`config.mk`:
```
export PLATFORM = sky130hd
export DESIGN_NAME = sorted_key_position_lookup
export DESIGN_NICKNAME = d
export VERILOG_FILES = /design/src/rtl/skpl_pkg.sv /design/src/rtl/sorted_key_position_lookup.sv /design/src/rtl/skpl_dp.sv /design/src/rtl/skpl_ctrl.sv
export SDC_FILE = /design/constraint.sdc
export NUM_CORES = 2
export LEC_CHECK = 0
export ABC_CLOCK_PERIOD_IN_PS = 17500
export BUFFER_PORTS_ARGS = -buffer_cell sky130_fd_sc_hd__buf_4
export CORE_MARGIN = 3
export CORE_UTILIZATION = 50
export CTS_BUF_LIST = sky130_fd_sc_hd__clkbuf_8
export DETAILED_ROUTE_END_ITERATION = 12
export HOLD_SLACK_MARGIN = 0.12
export PLACE_DENSITY = 0.74
export SYNTH_ARGS = -nofsm -noshare
export SYNTH_HDL_FRONTEND = slang
export SYNTH_SLANG_ARGS = --single-unit
```
`constraint.sdc`:
```
create_clock -name clk -period 17.5 [get_ports clk]
set_input_delay 5.25 -clock clk [delete_from_list [all_inputs] [get_ports clk]]
set_output_delay 5.25 -clock clk [all_outputs]
set_load 0.05 [all_outputs]
```
`src/rtl/skpl_pkg.sv`:
```
// shared constants and types for the sorted key position lookup
// used by skpl_ctrl, skpl_dp and sorted_key_position_lookup; no dependencies
package skpl_pkg;

    localparam int DEPTH  = 64;
    localparam int ADDR_W = $clog2(DEPTH);
    localparam int CNT_W  = $clog2(DEPTH) + 1;
    localparam int KEY_W  = 37;
    localparam int POS_W  = 6;

    // one stored entry: key and its load-order tag
    typedef struct packed {
        logic [KEY_W-1:0]  key;
        logic [ADDR_W-1:0] tag;
    } skpl_entry_t;

    // commands from the controller to the datapath
    typedef struct packed {
        logic capture;
        logic append;
        logic pass_start;
        logic load_carry;
        logic pass_step;
        logic pass_end;
        logic mark_sorted;
        logic srch_init;
        logic srch_read;
        logic srch_step;
        logic emit_miss;
    } skpl_cmd_t;

    // status from the datapath to the controller
    typedef struct packed {
        logic is_sorted;
        logic count_ge2;
        logic pass_last;
        logic swapped;
        logic srch_empty;
        logic srch_hit;
    } skpl_status_t;

endpackage

```
`src/rtl/sorted_key_position_lookup.sv`:
```
// top level of the sorted key position lookup
// depends on skpl_pkg, skpl_ctrl and skpl_dp
//
// usage:
//   a transaction is accepted on a rising edge with start high and busy low;
//   action, first and key are sampled at that edge.
//   append (action 0): stores the key with its load-order tag,
//   busy stays low, no result. first empties the set before the key goes in;
//   appends past DEPTH keys are dropped.
//   search (action 1): busy rises; if the set changed since the last search
//   and holds two or more entries, bubble sort passes run over the entry
//   memory, up to n passes for n entries, one memory read and one write
//   per cycle. then a binary search runs, each probe a read and then a
//   compare, at most log2(n)+1 probes over the sorted entries.
//   the result (found, position) appears for one cycle with done high and
//   busy falls in the same cycle; the receiver cannot stall, so nothing waits.
//   reset empties the set and marks it unsorted; the memory itself is not
//   cleared since only loaded entries are ever used.
module sorted_key_position_lookup
    import skpl_pkg::*;
(
    input  logic             clk,
    input  logic             rst_n,
    input  logic             start,
    output logic             busy,
    input  logic             action,
    input  logic             first,
    input  logic [KEY_W-1:0] key,
    output logic             done,
    output logic             found,
    output logic [POS_W-1:0] position
);

    skpl_cmd_t    cmd;
    skpl_status_t status;

    // sequencer
    skpl_ctrl u_ctrl (
        .clk    (clk),
        .rst_n  (rst_n),
        .start  (start),
        .action (action),
        .status (status),
        .cmd    (cmd),
        .busy   (busy)
    );

    // storage, sort and search datapath
    skpl_dp u_dp (
        .clk      (clk),
        .rst_n    (rst_n),
        .cmd      (cmd),
        .status   (status),
        .first    (first),
        .key      (key),
        .done     (done),
        .found    (found),
        .position (position)
    );

endmodule

```
`src/rtl/skpl_dp.sv`:
```
// datapath: entry memory, entry count, bubble sort carry and binary search bounds
// depends on skpl_pkg
module skpl_dp
    import skpl_pkg::*;
(
    input  logic               clk,
    input  logic               rst_n,
    input  skpl_cmd_t          cmd,
    output skpl_status_t       status,
    input  logic               first,
    input  logic [KEY_W-1:0]   key,
    output logic               done,
    output logic               found,
    output logic [POS_W-1:0]   position
);

    skpl_entry_t mem [DEPTH];

    skpl_entry_t       rdata_reg;
    skpl_entry_t       carry_reg, carry_next;
    logic [KEY_W-1:0]  key_reg;
    logic [CNT_W-1:0]  count_reg, count_next;
    logic              sorted_reg, sorted_next;
    logic [ADDR_W-1:0] idx_reg, idx_next;
    logic              swapped_reg, swapped_next;
    logic [CNT_W-1:0]  low_reg, low_next;
    logic [CNT_W-1:0]  hp1_reg, hp1_next;
    logic [ADDR_W-1:0] mid_reg, mid_next;
    logic              done_reg, done_next;
    logic              found_reg, found_next;
    logic [POS_W-1:0]  position_reg, position_next;

    logic [ADDR_W-1:0] rd_addr;
    logic              wr_en;
    logic [ADDR_W-1:0] wr_addr;
    skpl_entry_t       wr_data;
    logic [ADDR_W-1:0] last_addr;
    logic [CNT_W:0]    mid_sum;
    logic [ADDR_W-1:0] mid_calc;
    logic              carry_gt;
    logic              set_full;

    assign last_addr = ADDR_W'(count_reg - CNT_W'(1));
    assign mid_sum   = {1'b0, low_reg} + {1'b0, hp1_reg} - (CNT_W+1)'(1);
    assign mid_calc  = ADDR_W'(mid_sum >> 1);
    assign carry_gt  = carry_reg.key > rdata_reg.key;
    assign set_full  = count_reg >= CNT_W'(DEPTH);

    // status toward the controller
    always_comb
    begin
        status.is_sorted  = sorted_reg;
        status.count_ge2  = count_reg >= CNT_W'(2);
        status.pass_last  = idx_reg == last_addr;
        status.swapped    = swapped_reg;
        status.srch_empty = low_reg >= hp1_reg;
        status.srch_hit   = rdata_reg.key == key_reg;
    end

    // memory read address
    always_comb
    begin
        rd_addr = '0;
        if (cmd.load_carry)
        begin
            rd_addr = ADDR_W'(1);
        end
        else if (cmd.pass_step)
        begin
            rd_addr = idx_reg + ADDR_W'(1);
        end
        else if (cmd.srch_read)
        begin
            rd_addr = mid_calc;
        end
    end

    // memory write port and next state
    always_comb
    begin
        wr_en         = 1'b0;
        wr_addr       = '0;
        wr_data       = carry_reg;
        carry_next    = carry_reg;
        count_next    = count_reg;
        sorted_next   = sorted_reg;
        idx_next      = idx_reg;
        swapped_next  = swapped_reg;
        low_next      = low_reg;
        hp1_next      = hp1_reg;
        mid_next      = mid_reg;
        done_next     = 1'b0;
        found_next    = found_reg;
        position_next = position_reg;

        // append, optionally emptying the set first
        if (cmd.append)
        begin
            if (first)
            begin
                wr_en       = 1'b1;
                wr_addr     = '0;
                wr_data.key = key;
                wr_data.tag = '0;
                count_next  = CNT_W'(1);
                sorted_next = 1'b0;
            end
            else if (!set_full)
            begin
                wr_en       = 1'b1;
                wr_addr     = ADDR_W'(count_reg);
                wr_data.key = key;
                wr_data.tag = ADDR_W'(count_reg);
                count_next  = count_reg + CNT_W'(1);
                sorted_next = 1'b0;
            end
        end

        // bubble sort pass: the larger entry rides along in the carry
        if (cmd.pass_start)
        begin
            swapped_next = 1'b0;
        end
        if (cmd.load_carry)
        begin
            carry_next = rdata_reg;
            idx_next   = ADDR_W'(1);
        end
        if (cmd.pass_step)
        begin
            wr_en   = 1'b1;
            wr_addr = idx_reg - ADDR_W'(1);
            if (carry_gt)
            begin
                wr_data      = rdata_reg;
                swapped_next = 1'b1;
            end
            else
            begin
                wr_data    = carry_reg;
                carry_next = rdata_reg;
            end
            idx_next = idx_reg + ADDR_W'(1);
        end
        if (cmd.pass_end)
        begin
            wr_en   = 1'b1;
            wr_addr = last_addr;
            wr_data = carry_reg;
        end
        if (cmd.mark_sorted)
        begin
            sorted_next = 1'b1;
        end

        // binary search over [low, hp1)
        if (cmd.srch_init)
        begin
            low_next = '0;
            hp1_next = count_reg;
        end
        if (cmd.srch_read)
        begin
            mid_next = mid_calc;
        end
        if (cmd.srch_step)
        begin
            if (status.srch_hit)
            begin
                done_next     = 1'b1;
                found_next    = 1'b1;
                position_next = POS_W'(rdata_reg.tag);
            end
            else if (key_reg > rdata_reg.key)
            begin
                low_next = CNT_W'(mid_reg) + CNT_W'(1);
            end
            else
            begin
                hp1_next = CNT_W'(mid_reg);
            end
        end
        if (cmd.emit_miss)
        begin
            done_next     = 1'b1;
            found_next    = 1'b0;
            position_next = '0;
        end
    end

    // entry memory, registered read
    always_ff @(posedge clk)
    begin
        if (wr_en)
        begin
            mem[wr_addr] <= wr_data;
        end
        rdata_reg <= mem[rd_addr];
    end

    // payload registers
    always_ff @(posedge clk)
    begin
        carry_reg <= carry_next;
        idx_reg   <= idx_next;
        low_reg   <= low_next;
        hp1_reg   <= hp1_next;
        mid_reg   <= mid_next;
        if (cmd.capture)
        begin
            key_reg <= key;
        end
    end

    // control and result registers
    always_ff @(posedge clk or negedge rst_n)
    begin
        if (!rst_n)
        begin
            count_reg    <= '0;
            sorted_reg   <= 1'b0;
            swapped_reg  <= 1'b0;
            done_reg     <= 1'b0;
            found_reg    <= 1'b0;
            position_reg <= '0;
        end
        else
        begin
            count_reg    <= count_next;
            sorted_reg   <= sorted_next;
            swapped_reg  <= swapped_next;
            done_reg     <= done_next;
            found_reg    <= found_next;
            position_reg <= position_next;
        end
    end

    assign done     = done_reg;
    assign found    = found_reg;
    assign position = position_reg;

endmodule

```
`src/rtl/skpl_ctrl.sv`:
```
// controller: sequences appends, bubble sort passes and binary search steps
// depends on skpl_pkg
module skpl_ctrl
    import skpl_pkg::*;
(
    input  logic         clk,
    input  logic         rst_n,
    input  logic         start,
    input  logic         action,
    input  skpl_status_t status,
    output skpl_cmd_t    cmd,
    output logic         busy
);

    typedef enum logic [3:0] {
        IDLE,
        CHECK,
        SORT_RD0,
        SORT_CARRY,
        SORT_PASS,
        SORT_END,
        SRCH_INIT,
        SRCH_TEST,
        SRCH_CMP
    } state_t;

    state_t state_reg, state_next;
    logic   busy_reg;

    // commands and next state
    always_comb
    begin
        cmd        = '0;
        state_next = state_reg;
        case (state_reg)
            IDLE:
            begin
                if (start)
                begin
                    cmd.capture = 1'b1;
                    if (action)
                    begin
                        state_next = CHECK;
                    end
                    else
                    begin
                        cmd.append = 1'b1;
                    end
                end
            end
            CHECK:
            begin
                if (!status.is_sorted && status.count_ge2)
                begin
                    state_next = SORT_RD0;
                end
                else
                begin
                    cmd.mark_sorted = 1'b1;
                    state_next      = SRCH_INIT;
                end
            end
            SORT_RD0:
            begin
                cmd.pass_start = 1'b1;
                state_next     = SORT_CARRY;
            end
            SORT_CARRY:
            begin
                cmd.load_carry = 1'b1;
                state_next     = SORT_PASS;
            end
            SORT_PASS:
            begin
                cmd.pass_step = 1'b1;
                if (status.pass_last)
                begin
                    state_next = SORT_END;
                end
            end
            SORT_END:
            begin
                cmd.pass_end = 1'b1;
                if (status.swapped)
                begin
                    state_next = SORT_RD0;
                end
                else
                begin
                    cmd.mark_sorted = 1'b1;
                    state_next      = SRCH_INIT;
                end
            end
            SRCH_INIT:
            begin
                cmd.srch_init = 1'b1;
                state_next    = SRCH_TEST;
            end
            SRCH_TEST:
            begin
                if (status.srch_empty)
                begin
                    cmd.emit_miss = 1'b1;
                    state_next    = IDLE;
                end
                else
                begin
                    cmd.srch_read = 1'b1;
                    state_next    = SRCH_CMP;
                end
            end
            SRCH_CMP:
            begin
                cmd.srch_step = 1'b1;
                if (status.srch_hit)
                begin
                    state_next = IDLE;
                end
                else
                begin
                    state_next = SRCH_TEST;
                end
            end
            default:
            begin
                state_next = IDLE;
            end
        endcase
    end

    // state and registered busy
    always_ff @(posedge clk or negedge rst_n)
    begin
        if (!rst_n)
        begin
            state_reg <= IDLE;
            busy_reg  <= 1'b0;
        end
        else
        begin
            state_reg <= state_next;
            busy_reg  <= state_next != IDLE;
        end
    end

    assign busy = busy_reg;

endmodule
```
==> flow_summary.toml <==
[status]
run_status = "finished, final reports clean"

[yosys]
synth_edf_count = 2801
syn_area_per_cell_um2 = 14.4
yosys_register_bits = 2923
synth_area_mm2 = 0.116
yosysSeqAreaShare_pct = 74.9
postSynth.asyncResetShare_pct = 0.753
synthesis.nets = 8193
yosysWarnings = 0
synth_cell_types = 87
synthCells = 8053
synthFlopType = "edfxtp_1"

[critical_path]
crit_fanout = 43
cp.required_ns = 18.20
crit_arrival_ns = 9.78
start_kind = "input pin"
critical_path_class = "in2reg"
critPathCaptureType = "flip-flop"

[clock_tree]
tritoncts = "done"
cts_buffers = 440
clock-root-buffer = "clkbuf_8"
h-tree-depth = 5
postCtsSetupBuffers = 0
cts.sinks = 2923
clock_latency_ns = 1.12
cts.clk_slew.worst_paths_ns = 0.06
post_cts_resized = 0
holdBufCountCts = 0
clock_path_buffers = 4

[route]
drtAntennaViolNets = 0
via_count = 73000
wl_per_cell_um = 27.7
drc = 0
drt_iter0_markers = 10200
via_per_inst = 6.29
first_pass_iters = 7
drt-total-wl_um = 321000

[pwr]
power-per-cell-area_mw_per_mm2 = 191
peakVddDrop_v = 0.000230
clkPwrFrac_pct = 20.6
p_switching_uw = 9780
p_comb_share_pct = 37.8
seqPwrFrac_pct = 41.7
p_sw_share_pct = 40.2
p_leak_uw = 0.0437
p_int_uw = 14500

[run]
drv_cap = 0

[sta]
hold_violations = 0
period_share_pct = 51.9
setup_viol = 0
tightest_slew_ns = 1.30
final.setup.tns_ns = 0
max_clock_freq_mhz = 110
rsz0062_at_grt = "false"
skew_ns = 0.0862
whs_ns = 0.465
period_minus_slack_ns = 9.08
relSlewSlack_pct = 13.3
drv_slew = 0

[floorplanning]
coreArea_mm2 = 0.230
start_util_pct = 50.3
row_count = 176
die_w_um = 487
dieHeight_um = 487
dieArea_mm2 = 0.237
io_pins = 51

[layout]
drive_above_1_share_pct = 10.7
area_growth_pct = 10.2
num-fill-cells = 17400
final_common_cell = "edfxtp_1"
finalNetCount = 8368
largest_register_ffs = 2752
final_cell_mix = "edfxtp_1 (2801), nand2_1 (1993), nand3_1 (544)"

[global_route]
grt_use_total_pct = 26.5
grt_pass1_wl_um = 466000
grt_antenna_before_repair = 7
grt_max_degree = 143
grt_pass1_vias = 70800
grt_overflow = 0

[hold_path]
holdCritPathClass = "reg2reg"

[placement]
port_buffers = 50
gp_congestion = 0.944
hpwl_um = 179000
==> critical path: stages <==
cell and delay (ns):
buf_4 0.08, and3b_2 0.78, nand2b_1 0.39, nor3_4 0.48
nand2_1 0.16, a211o_1 0.31, o21ai_1 0.37, nand3_1 0.85
nor2_4 0.27, buf_4 0.73
==> cell usage after synthesis, drive strengths merged (11+ instances only) <==
cell type  count  area [um^2]
edfxtp      2801        84100
nand2       1995         7490
nand3        545         2730
mux2i        407         4070
buf          334         1860
a32oi        333         2920
nand4        197         1230
a31oi        186         1170
clkbuf       172          646
a21oi        115          594
nor2         106          413
dfxtp        100         2000
ha            97         1210
inv           90          338
a21o          63          473
and3          62          388
a32o          41          410
mux2          40          450
o21ai         40          208
a22o          36          315
nor3          32          181
a41oi         25          226
dfrtp         22          551
xor2          20          175
nand2b        18          115
o22ai         17          106
nor4          14         87.6
a221oi        13          120
nor2b         11         68.8
==> layer usage <==
| layer | vias to the layer above | share of wire [%] | track usage [%] |
|---|---|---|---|
| met5 | - | 0.0081 | 0 |
| met4 | 4 | 6.6 | 16.1 |
| met3 | 861 | 9.9 | 4.45 |
| met2 | 4751 | 47 | 41.9 |
| met1 | 36400 | 37 | 34.6 |
| li1 | 31000 | - | - |
==> final timing paths <==
path | slack (ns) | start | endpoint | cells past startpoint
min in group asynchronous | 4.06 | rst_n | u_dp.done$_DFF_PN0_ | 1
worst min-delay path | 0.46 | u_dp.low_reg[0]$_DFF_P_ | u_dp.low_reg[0]$_DFF_P_ | 2
worst max-delay path | 8.42 | start | u_dp.mem[63][15]$_DFFE_PP_ | 10
max in group asynchronous | 13.18 | rst_n | u_dp.count_reg[4]$_DFFE_PN0P_ | 1
worst min register to register | 0.46 | u_dp.low_reg[0]$_DFF_P_ | u_dp.low_reg[0]$_DFF_P_ | 2
worst max register to register | 10.23 | u_dp.hp1_reg[1]$_DFF_P_ | u_dp.rdata_reg[13]$_DFF_P_ | 18
==> cells by family (layout without fill, tap and decap cells) <==
logic type               Yosys count  count (layout)  synth area share, %
AND/OR/NAND/NOR                 3015            3015                 11.2
flip-flops                      2923            2923                 74.9
multiplexers                     447             447                 3.91
AO/OA/AOI/OAI                    944             944                 6.25
adder cells (fa/ha/maj)           98              98                 1.07
buffers and inverters            597            1123                 2.46
XOR/XNOR                          29              29                0.219
other                              0               4                    0
==> power groups by stage <==
stage	sequential, uW	clock (uW)	combinational, uW
after floorplan	10100	0	5430
after global placement	10200	0	8740
after detailed placement	10300	0	9000
after CTS	10100	5040	9030
after global routing	10100	5360	9660
final	10100	5000	9180
==> per-stage QoR <==
stage / instance area [um^2] / utilization, % / cells / setup WS, ns / total power, uW
3_3_place_gp: 120000 / 52.0 / 10800 / 7.52 / 19000
2_1_floorplan: 116000 / - / 8053 / 5.63 / 15600
3_5_place_dp: 120000 / 52.0 / 10800 / 7.42 / 19300
6_report: 128000 / 55.4 / 11600 / 8.42 / 24300
5_1_grt: 128000 / 55.4 / 11600 / 8.24 / 25200
4_1_cts: 128000 / 55.4 / 11600 / 8.58 / 24200
==> final cells by class <==
| class | count | area (um^2) | area share [%] |
|---|---|---|---|
| multi-input combinational | 4533 | 27000 | 21.2 |
| clock buffer | 457 | 6290 | 4.93 |
| tap | 3026 | 3790 | 2.97 |
| inverter | 91 | 342 | 0.268 |
| sequential | 2923 | 86700 | 68.0 |
| antenna | 4 | 10.0 | 0.00785 |
| timing repair buffer | 239 | 1960 | 1.53 |
| clock inverter | 336 | 1460 | 1.15 |
Note: power is estimated with default switching activity, not from simulation.
